$ cat src/hdl/sapt_pkg.sv
package sapt_pkg;

    localparam int SETS_DEF       = 1024;
    localparam int WAYS_DEF       = 4;
    localparam int ADDR_WIDTH_DEF = 32;
    localparam int DATA_WIDTH_DEF = 16;
    localparam int AGE_WIDTH_DEF  = 8;

    localparam int ADDR_FIELD_W = 32;
    localparam int DATA_FIELD_W = 16;
    localparam int OP_W         = 2;

    localparam int LFSR_W = 16;
    localparam logic [LFSR_W-1:0] LFSR_SEED = 16'hACE1;
    localparam logic [LFSR_W-1:0] LFSR_TAPS = 16'hB400;

    localparam logic [OP_W-1:0] OP_LOOKUP  = 2'd0;
    localparam logic [OP_W-1:0] OP_REPLACE = 2'd1;
    localparam logic [OP_W-1:0] OP_FILL    = 2'd2;

    localparam int POLICY_W = 2;
    localparam logic [POLICY_W-1:0] POL_WAY0   = 2'd0;
    localparam logic [POLICY_W-1:0] POL_LRU    = 2'd1;
    localparam logic [POLICY_W-1:0] POL_RANDOM = 2'd2;

    localparam int CFG_ADDR_W   = 3;
    localparam int CFG_DATA_W   = 32;
    localparam int CFG_IDX_LSB  = 2;
    localparam logic REG_POLICY  = 1'b0;
    localparam logic REG_TAGLESS = 1'b1;

    typedef struct packed {
        logic [POLICY_W-1:0] policy;
        logic                tagless;
    } t_cfg;

    typedef struct packed {
        logic accept;
        logic commit;
        logic sweep_we;
        logic sweep_zero;
    } t_dp_cmd;

    typedef struct packed {
        logic in_fill;
        logic out_free;
        logic sweep_last;
    } t_dp_status;

    function automatic logic [LFSR_W-1:0] lfsr_step(input logic [LFSR_W-1:0] v);
        logic [LFSR_W-1:0] s;
        s = v >> 1;
        if (v[0]) begin
            s = s ^ LFSR_TAPS;
        end
        return s;
    endfunction

endpackage

$ cat src/hdl/sapt_regs.sv
module sapt_regs (
    input  logic                              i_clk,
    input  logic                              i_rst_n,
    input  logic                              psel,
    input  logic                              penable,
    input  logic                              pwrite,
    input  logic [sapt_pkg::CFG_ADDR_W-1:0]   paddr,
    input  logic [sapt_pkg::CFG_DATA_W-1:0]   pwdata,
    output logic [sapt_pkg::CFG_DATA_W-1:0]   prdata,
    output logic                              pready,
    output sapt_pkg::t_cfg                    o_cfg
);

    sapt_pkg::t_cfg r_cfg;
    logic           wr_en;
    logic           reg_idx;

    assign wr_en   = psel && penable && pwrite;
    assign reg_idx = paddr[sapt_pkg::CFG_IDX_LSB];
    assign pready  = 1'b1;

    always_ff @(posedge i_clk) begin
        if (!i_rst_n) begin
            r_cfg <= '0;
        end else if (wr_en) begin
            unique case (reg_idx)
                sapt_pkg::REG_POLICY: begin
                    r_cfg.policy <= pwdata[sapt_pkg::POLICY_W-1:0];
                end
                sapt_pkg::REG_TAGLESS: begin
                    r_cfg.tagless <= pwdata[0];
                end
                default: begin
                    r_cfg <= r_cfg;
                end
            endcase
        end
    end

    always_comb begin
        prdata = '0;
        unique case (reg_idx)
            sapt_pkg::REG_POLICY: begin
                prdata = sapt_pkg::CFG_DATA_W'(r_cfg.policy);
            end
            sapt_pkg::REG_TAGLESS: begin
                prdata = sapt_pkg::CFG_DATA_W'(r_cfg.tagless);
            end
            default: begin
                prdata = '0;
            end
        endcase
    end

    assign o_cfg = r_cfg;

endmodule

$ cat config.mk
export PLATFORM = sky130hd
export DESIGN_NAME = sapt_regs
export DESIGN_NICKNAME = d
export VERILOG_FILES = /design/src/hdl/sapt_pkg.sv /design/src/hdl/sapt_regs.sv
export SDC_FILE = /design/constraint.sdc
export NUM_CORES = 1
export LEC_CHECK = 0
export BUFFER_PORTS_ARGS = -buffer_cell sky130_fd_sc_hd__buf_2
export CORE_MARGIN = 10
export CORE_UTILIZATION = 25
export CTS_CLUSTER_DIAMETER = 30
export DETAILED_ROUTE_END_ITERATION = 10
export GPL_TIMING_DRIVEN = 0
export PLACE_DENSITY = 0.9
export SETUP_SLACK_MARGIN = 0.2
export SYNTH_ARGS = -nofsm -noshare
export SYNTH_HDL_FRONTEND = slang
export SYNTH_SLANG_ARGS = --single-unit
$ cat constraint.sdc
create_clock -name i_clk -period 0.8 [get_ports i_clk]
set_clock_uncertainty 0.1 [all_clocks]
set_input_delay 0.08 -clock i_clk [delete_from_list [all_inputs] [get_ports i_clk]]
set_output_delay 0.08 -clock i_clk [all_outputs]
set_load 0.05 [all_outputs]
==> impl_metrics.env <==
export IMPL_status="finished, violations left"
export IMPL_violations="negative hold slack, negative setup slack"
export IMPL_first_pass_iters=1
export IMPL_yosys_warnings=0
export IMPL_path_clk_slew_ps=40
export IMPL_worstPathRequired_ps=620
export IMPL_place_gp_congestion=0.579
export IMPL_p_switching_mw=0.470
export IMPL_ys_seq_area_share_pct=15.0
export IMPL_setup_viol=5
export IMPL_clockPowerShare_pct=27.8
export IMPL_peakVddDrop_uv=507
export IMPL_crit_path_start_kind="flip-flop"
export IMPL_hold_class="in -> reg"
export IMPL_final_nets=136
export IMPL_setup_slack_ps=-366
export IMPL_max_freq_mhz=858
export IMPL_synth_top_family_by_area="buffers and inverters"
export IMPL_p_int_mw=0.477
export IMPL_rsz0062_at_grt="true"
export IMPL_avgSynthCellArea_um2=8.32
export IMPL_comb_power_share_pct=56.5
export IMPL_hpwl_mm=1.06
export IMPL_ant_nets=0
export IMPL_route_detailed_drc=0
export IMPL_hold_viol_final=1
export IMPL_synthCells=48
export IMPL_crit_fanout=3
export IMPL_grtUsageTotal_pct=6.54
export IMPL_root_buffer="clkbuf_4"
export IMPL_maxCapViolCount=0
export IMPL_io_pins=76
export IMPL_p_leak_nw=0.447
export IMPL_grt_pass1_wl_mm=1.75
export IMPL_overflow=0
export IMPL_grt_antenna_before_repair=0
export IMPL_final_cell_count_no_fill=111
export IMPL_crit_start="o_cfg[0]$_SDFFE_PN0P_"
export IMPL_synthAdderAreaFrac_pct=0
export IMPL_finalMaxSlewViolations=0
export IMPL_synthSimpleGateAreaFrac_pct=14.4
export IMPL_end_kind="output pin"
export IMPL_ctsLongestPathBuffers=2
export IMPL_cts_sinks=3
export IMPL_synth_mux_area_share_pct=10.3
export IMPL_drive_above_1_share_pct=58.9
export IMPL_clk_latency_ps=230
export IMPL_portBuffers=12
export IMPL_start_util_pct=26.5
export IMPL_holdWs_ps=-12.2
export IMPL_die_area_um2=3590
export IMPL_layout_commonest_cell="buf_4"
export IMPL_synth_compound_area_share_pct=0
export IMPL_n_antenna_cell=0
export IMPL_rr_worst_depth=3
export IMPL_viasPerCell=3.16
export IMPL_timing_rr_start="o_cfg[1]$_SDFFE_PN0P_"
export IMPL_synth_distinct_cells=9
export IMPL_dieWidth_um=60.0
export IMPL_min_path_cells=3
export IMPL_fp_coreArea_um2=1510
export IMPL_post_route_min_period_ps=1170
export IMPL_wl_per_cell_um=10.9
export IMPL_num_rows=14
export IMPL_numCtsBuffers=3
export IMPL_area_delta_synth_final_pct=74.6
export IMPL_critPathKind="reg -> out"
export IMPL_grt_pass1_vias=369
export IMPL_die_h_um=60.0
export IMPL_vias=351
export IMPL_routed_wl_mm=1.21
export IMPL_drt_iter0_drc=0
export IMPL_sw_frac_of_total_pct=49.6
export IMPL_grt_max_degree=6
export IMPL_dp_cells=105
export IMPL_cp_arrival_ps=990
export IMPL_hp_start="pwdata[1]"
export IMPL_fin_crit_sh_pct=146
export IMPL_synthesis_area_um2=399
export IMPL_ys_ff_latch=3
export IMPL_largest_reg_flops=3
export IMPL_synth_xor_area_share_pct=0
export IMPL_cellPowerDensity_nw_per_um2=1360
export IMPL_cts_max_level=1
export IMPL_seqPwrFrac_pct=15.7
export IMPL_mostFrequentLayoutCells="32 x buf_4, 31 x conb_1, 7 x buf_2"
export IMPL_finalSetupTns_ps=-1150
export IMPL_cts_tree="yes"
## critical path: stages (launching register included)
cell	delay, ps
dfxtp_4	340
mux2_4	260
buf_8	150
## worst paths after layout
kind	to	slack (ps)
setup / recovery	prdata[0]	-370
hold / removal	o_cfg[2]$_SDFFE_PN0P_	-10
setup reg to reg	o_cfg[1]$_SDFFE_PN0P_	10
hold reg to reg	o_cfg[0]$_SDFFE_PN0P_	410
## metrics by stage
step | instance area, µm² | util [%] | worst slack [ps] | power (mW) | hold WS [ps]
6_report | 697 | 46.3 | -366 | 0.947 | -12.2
3_5_place_dp | 604 | 40.1 | -178 | 0.655 | 228
2_1_floorplan | 524 | - | -130 | 0.620 | 108
3_3_place_gp | 604 | 40.1 | -170 | 0.652 | 221
4_1_cts | 676 | 44.9 | -376 | 0.940 | -15.4
5_1_grt | 697 | 46.3 | -397 | 1.00 | -10.1
## cells in the mapped netlist
cell,number,area [µm²]
mux2_2,1,11.3
buf_4,31,233
mux2i_1,3,30.0
nand4_1,1,6.26
nand4b_4,1,23.8
and2b_2,1,8.76
dfxtp_1,3,60.1
nand2_1,5,18.8
conb_1,2,7.51
## metal layers
layer  vias up  track usage [%]  wire [µm]
met1       148             3.68        253
met3         0             5.72        219
met4         0             3.85          0
met5         -                0          0
met2        22             12.5        732
li1        181                -          -
## final cells by class
| type | instances | area [µm²] |
|---|---|---|
| Buffer | 31 | 233 |
| Fill cell | 149 | 810 |
| Timing Repair Buffer | 14 | 121 |
| Sequential cell | 3 | 71.3 |
| Clock buffer | 4 | 26.3 |
| Tap cell | 16 | 20.0 |
| Multi-Input combinational cell | 43 | 225 |
## power groups by stage
stage	clock, mW	sequential, mW	combinational [mW]
after floorplan	0	0.162	0.457
after global placement	0	0.150	0.501
after detailed placement	0	0.151	0.504
after global routing	0.295	0.148	0.558
after CTS	0.276	0.149	0.516
final	0.263	0.148	0.536
## timing repair
action,4_1_cts,5_1_grt
hold endpoints to repair,1,1
gates resized for setup,12,4
buffers inserted,1,1
setup endpoints to repair,8,8
## cell families after synthesis
logic type	after synthesis
buffers and inverters	31
flip-flops	3
multiplexers	4
other	2
AND/OR/NAND/NOR	8
Note: power is estimated with default switching activity, not from simulation.
