===== src/hdl/sapt_pkg.sv =====
package sapt_pkg;

    localparam int SETS_DEF       = 1024;
    localparam int WAYS_DEF       = 4;
    localparam int ADDR_WIDTH_DEF = 32;
    localparam int DATA_WIDTH_DEF = 16;
    localparam int AGE_WIDTH_DEF  = 8;

    localparam int ADDR_FIELD_W = 32;
    localparam int DATA_FIELD_W = 16;
    localparam int OP_W         = 2;

    localparam int LFSR_W = 16;
    localparam logic [LFSR_W-1:0] LFSR_SEED = 16'hACE1;
    localparam logic [LFSR_W-1:0] LFSR_TAPS = 16'hB400;

    localparam logic [OP_W-1:0] OP_LOOKUP  = 2'd0;
    localparam logic [OP_W-1:0] OP_REPLACE = 2'd1;
    localparam logic [OP_W-1:0] OP_FILL    = 2'd2;

    localparam int POLICY_W = 2;
    localparam logic [POLICY_W-1:0] POL_WAY0   = 2'd0;
    localparam logic [POLICY_W-1:0] POL_LRU    = 2'd1;
    localparam logic [POLICY_W-1:0] POL_RANDOM = 2'd2;

    localparam int CFG_ADDR_W   = 3;
    localparam int CFG_DATA_W   = 32;
    localparam int CFG_IDX_LSB  = 2;
    localparam logic REG_POLICY  = 1'b0;
    localparam logic REG_TAGLESS = 1'b1;

    typedef struct packed {
        logic [POLICY_W-1:0] policy;
        logic                tagless;
    } t_cfg;

    typedef struct packed {
        logic accept;
        logic commit;
        logic sweep_we;
        logic sweep_zero;
    } t_dp_cmd;

    typedef struct packed {
        logic in_fill;
        logic out_free;
        logic sweep_last;
    } t_dp_status;

    function automatic logic [LFSR_W-1:0] lfsr_step(input logic [LFSR_W-1:0] v);
        logic [LFSR_W-1:0] s;
        s = v >> 1;
        if (v[0]) begin
            s = s ^ LFSR_TAPS;
        end
        return s;
    endfunction

endpackage


===== src/hdl/sapt_ctrl.sv =====
module sapt_ctrl (
    input  logic                  i_clk,
    input  logic                  i_rst_n,
    input  logic                  i_in_valid,
    input  sapt_pkg::t_dp_status  i_status,
    output sapt_pkg::t_dp_cmd     o_cmd,
    output logic                  o_ready
);

    typedef enum logic [3:0] {
        S_CLEAR = 4'b0001,
        S_IDLE  = 4'b0010,
        S_EVAL  = 4'b0100,
        S_FILL  = 4'b1000
    } t_state;

    t_state r_state;
    t_state n_state;

    always_ff @(posedge i_clk) begin
        if (!i_rst_n) begin
            r_state <= S_CLEAR;
        end else begin
            r_state <= n_state;
        end
    end

    always_comb begin
        n_state = r_state;
        o_cmd   = '0;
        o_ready = 1'b0;
        unique case (r_state)
            S_CLEAR: begin
                o_cmd.sweep_we   = 1'b1;
                o_cmd.sweep_zero = 1'b1;
                if (i_status.sweep_last) begin
                    n_state = S_IDLE;
                end
            end
            S_IDLE: begin
                o_ready = 1'b1;
                if (i_in_valid) begin
                    o_cmd.accept = 1'b1;
                    n_state = i_status.in_fill ? S_FILL : S_EVAL;
                end
            end
            S_FILL: begin
                o_cmd.sweep_we = 1'b1;
                if (i_status.sweep_last) begin
                    n_state = S_EVAL;
                end
            end
            S_EVAL: begin
                if (i_status.out_free) begin
                    o_cmd.commit = 1'b1;
                    n_state = S_IDLE;
                end
            end
            default: begin
                n_state = S_CLEAR;
            end
        endcase
    end

`ifndef SYNTHESIS
    a_fill_ends_in_eval: assert property (@(posedge i_clk) disable iff (!i_rst_n)
        (r_state == S_FILL && i_status.sweep_last) |=> (r_state == S_EVAL))
        else $error("Fill sweep did not hand over to the result stage.");

    a_one_item_at_a_time: assert property (@(posedge i_clk) disable iff (!i_rst_n)
        o_cmd.accept |=> !o_ready)
        else $error("A second item could be taken while one is in work.");
`endif

endmodule


===== config.mk =====
export PLATFORM = sky130hd
export DESIGN_NAME = sapt_ctrl
export DESIGN_NICKNAME = d
export VERILOG_FILES = /design/src/hdl/sapt_pkg.sv /design/src/hdl/sapt_ctrl.sv
export SDC_FILE = /design/constraint.sdc
export NUM_CORES = 1
export LEC_CHECK = 0
export ABC_AREA = 1
export BUFFER_PORTS_ARGS = -buffer_cell sky130_fd_sc_hd__buf_2
export CORE_AREA = 2 2 39 41
export DETAILED_ROUTE_END_ITERATION = 12
export DIE_AREA = 0 0 41 43
export GPL_TIMING_DRIVEN = 0
export PLACE_DENSITY_LB_ADDON = 0.2
export SETUP_SLACK_MARGIN = 0.3
export SLEW_MARGIN = 20
export SYNTH_ARGS = -nofsm -noshare
export SYNTH_HDL_FRONTEND = slang
export SYNTH_SLANG_ARGS = --single-unit

===== constraint.sdc =====
create_clock -name i_clk -period 1.7 [get_ports i_clk]
set_clock_uncertainty 0.15 [all_clocks]
set_input_delay 0.255 -clock i_clk [delete_from_list [all_inputs] [get_ports i_clk]]
set_output_delay 0.255 -clock i_clk [all_outputs]
set_load 0.005 [all_outputs]

==> flow_summary.ini, run 1 <==
[status]
status = finished, final reports clean

[place]
io_buffers = 10
place_hpwl_um = 571.8
gp_congestion = 0.7673
place_inst = 84

[timing]
tns_ns = 0
maxSlewHeadroom_pct = 87.31
final_max_slew_viol_count = 0
hold_viol = 0
grt_setup_unrepaired = true
finalSetupViolations = 0
max_freq_mhz = 672.4
post-route-min-period_ns = 1.487
tightest_slew_ns = 0.1901
min_period_over_period_pct = 87.48

[floorplan]
core_sq_um = 1384
die_x_um = 41
start_util_pct = 22.51
ioPinCount = 11
rows = 14
die_height_um = 43
die_area_sq_um = 1763

[final_layout]
regMostFlops = r_state
num_antenna_cells = 0
largest_reg_flops = 4
largestRegisters = r_state (4)
final_nets = 87
drive_gt1_share_pct = 53.16
filler_cell_count = 160
area_delta_synth_final_pct = 65.46
layoutNonFillerInstCount = 95

[global_routing]
grt_overflow = 0
grt_pass1_wl_um = 1283
grt_pass1_vias = 350
grt_use_total_pct = 11.04
antenna_found_initial = 0
grt_max_degree = 5

[clock_tree]
clk_latency_ns = 0.23
clkSlewWorstSetupHoldPaths_ns = 0.04
clockRootBuffer = clkbuf_4
cts_max_path_buffers = 2
cts.sinks = 4
cts_inserted_buffers = 3
cts_tree = yes
cts_max_level = 1

[synthesis]
yosysMostFrequentCell = nor2_1
yosys_register_bits = 4
synth_common_cells = 15 x nor2_1, 12 x inv_1, 11 x nand2_1, 8 x nand3_1
synth.avg_cell_area_sq_um = 5.372
postSynthCellCount = 58
netlist_area_sq_um = 311.5
ys.warnings.count = 0
yosysSeqAreaShare_pct = 25.70
synth_edf_count = 0
syn_nets = 64
yosys-top-cells-area = dfxtp_1 26%, nor2_1 18%, inv_1 14%
synth_ff_type = dfxtp_1
yosysTopAreaCell = dfxtp_1
async_reset_ff_share_pct = 0
synth.top_cell.area_share_pct = 25.70
synth_cell_type_count = 9

[routing]
wirelength_um = 810
routedWlPerCell_um = 8.526
ant_nets = 0
vias = 411
viasPerCell = 4.326
drc = 0
first_pass_iters = 4
drt_iter0_drc = 5

[worst_setup_path]
cpLargestDelayFamily = flip-flops
cpPeakStageDelay_ns = 0.37
timing.reg2reg.setup_slack_ns = 0.29
critPathSlowestCell = dfxtp_4
r2r-start = r_state[2]
startpoint_type = register
crit_required_ns = 1.29
crit_chain = inv_4 > nor2_4 > and2_4 > inv_2 > nor2_2 > buf_2
cp-end-kind = output pin
r2r_cells = 7
crit_buf_inv = 3
crit_type = register to output pin
cp.arrival_ns = 1.08
cp_max_fo = 4
cp_num_cells = 6
r2r_end = r_state[0]

[worst_hold_path]
holdCritPathClass = input pin to register
hold_start = i_rst_n
whs_endpoint = r_state[0]
hold-path-cell-count = 2

[pwr]
p_leak_nw = 0.2997
finalPower_uw = 799.7
cellPowerDensity_nw_per_um2 = 1551
vdd_drop_max_v = 0.0006325

[flow_run]
maxCapViolCount = 0
## repair_timing
| action | 4_1_cts | 5_1_grt |
|---|---|---|
| setup endpoints to repair | 5 | 9 |
| hold buffers | 0 | 0 |
| resized for setup | 10 | 13 |
| hold endpoints to repair | 0 | 0 |
| pin swaps | 4 | 4 |
| setup buffers | 7 | 1 |
## metrics by stage
stage	cell area, sq um	worst slack, ns	utilization, %	hold WS (ns)
3_3_place_gp	381.6	0.3547	27.58	0.3565
4_1_cts	474.2	0.1770	34.27	0.1108
3_5_place_dp	381.6	0.3612	27.58	0.3540
2_1_floorplan	311.5	0.5111	-	0.1892
6_report	515.5	0.2128	37.25	0.1129
5_1_grt	515.5	0.1179	37.25	0.1102
## cell usage in the layout, fill, tap and decap left out
master	synthesis	layout
nand2_1	11	10
nor2_1	15	10
buf_2	0	10
inv_1	12	9
nand3_1	8	8
buf_4	0	8
nand2_2	4	5
nor2_2	2	4
nor2_4	0	3
clkbuf_4	0	3
dfxtp_4	0	3
inv_2	0	2
inv_4	0	1
and2_4	0	1
o21ai_2	0	1
dfxtp_2	0	1
## how the worst max path moves through the flow
stage,from,end
CTS,r_state[2],o_cmd[2]
global route,r_state[2],o_cmd[2]
floorplan,r_state[0],o_cmd[2]
detailed placement,r_state[2],o_cmd[2]
global placement,r_state[0],r_state[3]
finish,r_state[2],o_cmd[2]
## layout make-up
cell class	count	area [sq um]	share of cell area [%]
Multi-Input combinational cell	42	222.7	43.20
Tap cell	16	20.02	3.883
Timing Repair Buffer	18	110.1	21.36
Inverter	12	47.55	9.223
Clock buffer	3	22.52	4.369
Sequential cell	4	92.59	17.96
## cell families after synthesis
group                  share of synthesized area [%]
AND/OR/NAND/NOR                                58.23
buffers and inverters                          14.46
flip-flops                                     25.70
AO/OA/AOI/OAI                                  1.605
## routing by layer
metal,vias up,global-route usage (%),routed length [um]
met3,0,4.712,43
met2,9,18.13,438
met1,186,11.90,328
li1,216,-,-
met4,0,4.000,0
met5,-,0,0
## power by group
group / internal, mW / switching, mW
sequential: 0.148 / 0.0596
clock: 0.0785 / 0.0330
combinational: 0.218 / 0.262
total: 0.445 / 0.354
(Power assumes the default switching activity.)
==> run 2: changes to the inputs <==
Settings changed: CELL_PAD_IN_SITES_DETAIL_PLACEMENT from default to 1, CELL_PAD_IN_SITES_GLOBAL_PLACEMENT from default to 1.
==> run 2 against run 1 <==
  * Non-clock buffer count fell by 4
  * Sequential power rose by 2%
  * Core utilization fell by 2.2 points
  * Largest cell class unchanged
  * Die area did not move
  * Critical path depth fell by 2
  * Clock power barely moved
  * Highest routed layer unchanged
==> flow_summary.ini, run 2 (synthesis gave the netlist of run 1 again) <==
[global_routing]
grt_overflow = 0
grt_pass1_wl_um = 1504
grt_max_degree = 5
antenna_found_initial = 0
grt_pass1_vias = 389
grt_use_total_pct = 12.65

[timing]
maxSlewHeadroom_pct = 85.19
finalSetupViolations = 0
grt_setup_unrepaired = true
min_period_over_period_pct = 88.53
tightest_slew_ns = 0.2219
hold_viol = 0
fin_ws_ns = 0.1949
max_freq_mhz = 664.4
post-route-min-period_ns = 1.505
final_max_slew_viol_count = 0
tns_ns = 0

[place]
place_ws_ns = 0.3427
gp_congestion = 0.7211
place_inst = 84
io_buffers = 10
placed_area_sq_um = 381.6
place_hpwl_um = 692.7

[floorplan]
rows = 14
die_x_um = 41
die_area_sq_um = 1763
start_util_pct = 22.51
ioPinCount = 11
core_sq_um = 1384
die_height_um = 43

[clock_tree]
cts.sinks = 4
clkSlewWorstSetupHoldPaths_ns = 0.04
cts_inserted_buffers = 3
cts_tree = yes
clk_latency_ns = 0.23
cts_max_level = 1
postCtsHoldBufs = 0
cts_max_path_buffers = 2
clockRootBuffer = clkbuf_4

[routing]
drc = 0
drt_iter0_drc = 0
routedWlPerCell_um = 9.780
wirelength_um = 890
viasPerCell = 4.275
vias = 389
ant_nets = 0
first_pass_iters = 1

[worst_setup_path]
cp_max_fo = 4
cp-end-kind = output pin
crit_chain = nor2_2 > nand2_2 > nor2_1 > buf_2
startpoint_type = register
cpPeakStageDelay_ns = 0.35
crit_type = register to output pin
critPathSlowestCell = dfxtp_4
cp.arrival_ns = 1.10
crit_required_ns = 1.29

[final_layout]
layoutNonFillerInstCount = 91
area_delta_synth_final_pct = 55.82
final_cell_area_sq_um = 485.5
largest_reg_flops = 4
regMostFlops = r_state
final_nets = 83
largestRegisters = r_state (4)
drive_gt1_share_pct = 50.67
num_antenna_cells = 0
mostFrequentLayoutCells = 10 x nand2_1, 10 x nor2_1, 10 x buf_2

[flow_run]
maxCapViolCount = 0

[pwr]
p_leak_nw = 0.2842
vdd_drop_max_v = 0.0005026
cellPowerDensity_nw_per_um2 = 1624

[worst_hold_path]
holdCritPathClass = input pin to register

[status]
status = finished, final reports clean
## run 2: cell count changes in the layout (fill, tap and decap cells not counted), sizes merged
cell / before / now
buf: 18 / 14
## run 2: worst paths after layout
path,from,to,slack (ns),depth (start not counted)
max,r_state[2],o_cmd[3],0.19,4
min reg2reg,r_state[3],r_state[3],0.38,2
min,i_rst_n,r_state[0],0.1,2
max reg2reg,r_state[1],r_state[2],0.38,8
## run 2: cell type report
cell class,count,area (sq um)
Inverter,12,47.55
Fill cell,196,898.4
Clock buffer,3,22.52
Sequential cell,4,92.59
Multi-Input combinational cell,42,222.7
Timing Repair Buffer,14,80.08
Tap cell,16,20.02
## run 2: metrics by stage
stage / power (mW) / utilization, % / hold slack (ns)
final: 0.7884 / 35.08 / 0.09690
after global routing: 0.8794 / 35.08 / 0.09908
after CTS: 0.7403 / 32.46 / 0.09698
after detailed placement: 0.5454 / 27.58 / 0.3341
after global placement: 0.5446 / 27.58 / 0.3373
after floorplan: 0.4305 / - / 0.1892
## run 2: power by group
group          internal, mW  switching (mW)  total, mW
Combinational         0.202           0.260      0.462
Clock                0.0788          0.0357      0.114
Sequential            0.148          0.0639      0.212
## run 2: what timing repair did
action,4_1_cts,5_1_grt
setup buffers,4,0
endpoints found under the hold margin,0,0
setup endpoints to repair,5,8
resized for setup,9,14
pin swaps,3,1
## run 2: layer usage
layer / up-vias / global-route usage [%] / wire, um
met5: - / 0 / 0
met1: 177 / 14.79 / 386
met4: 0 / 6.000 / 0
met3: 0 / 3.141 / 23
met2: 6 / 20.31 / 481
li1: 206 / - / -
## run 2: worst max-delay path, delay by kind of cell, from the launching register on
family / cells / cell delay, ns
flops: 1 / 0.35
simple gates: 3 / 0.41
buf+inv: 1 / 0.11
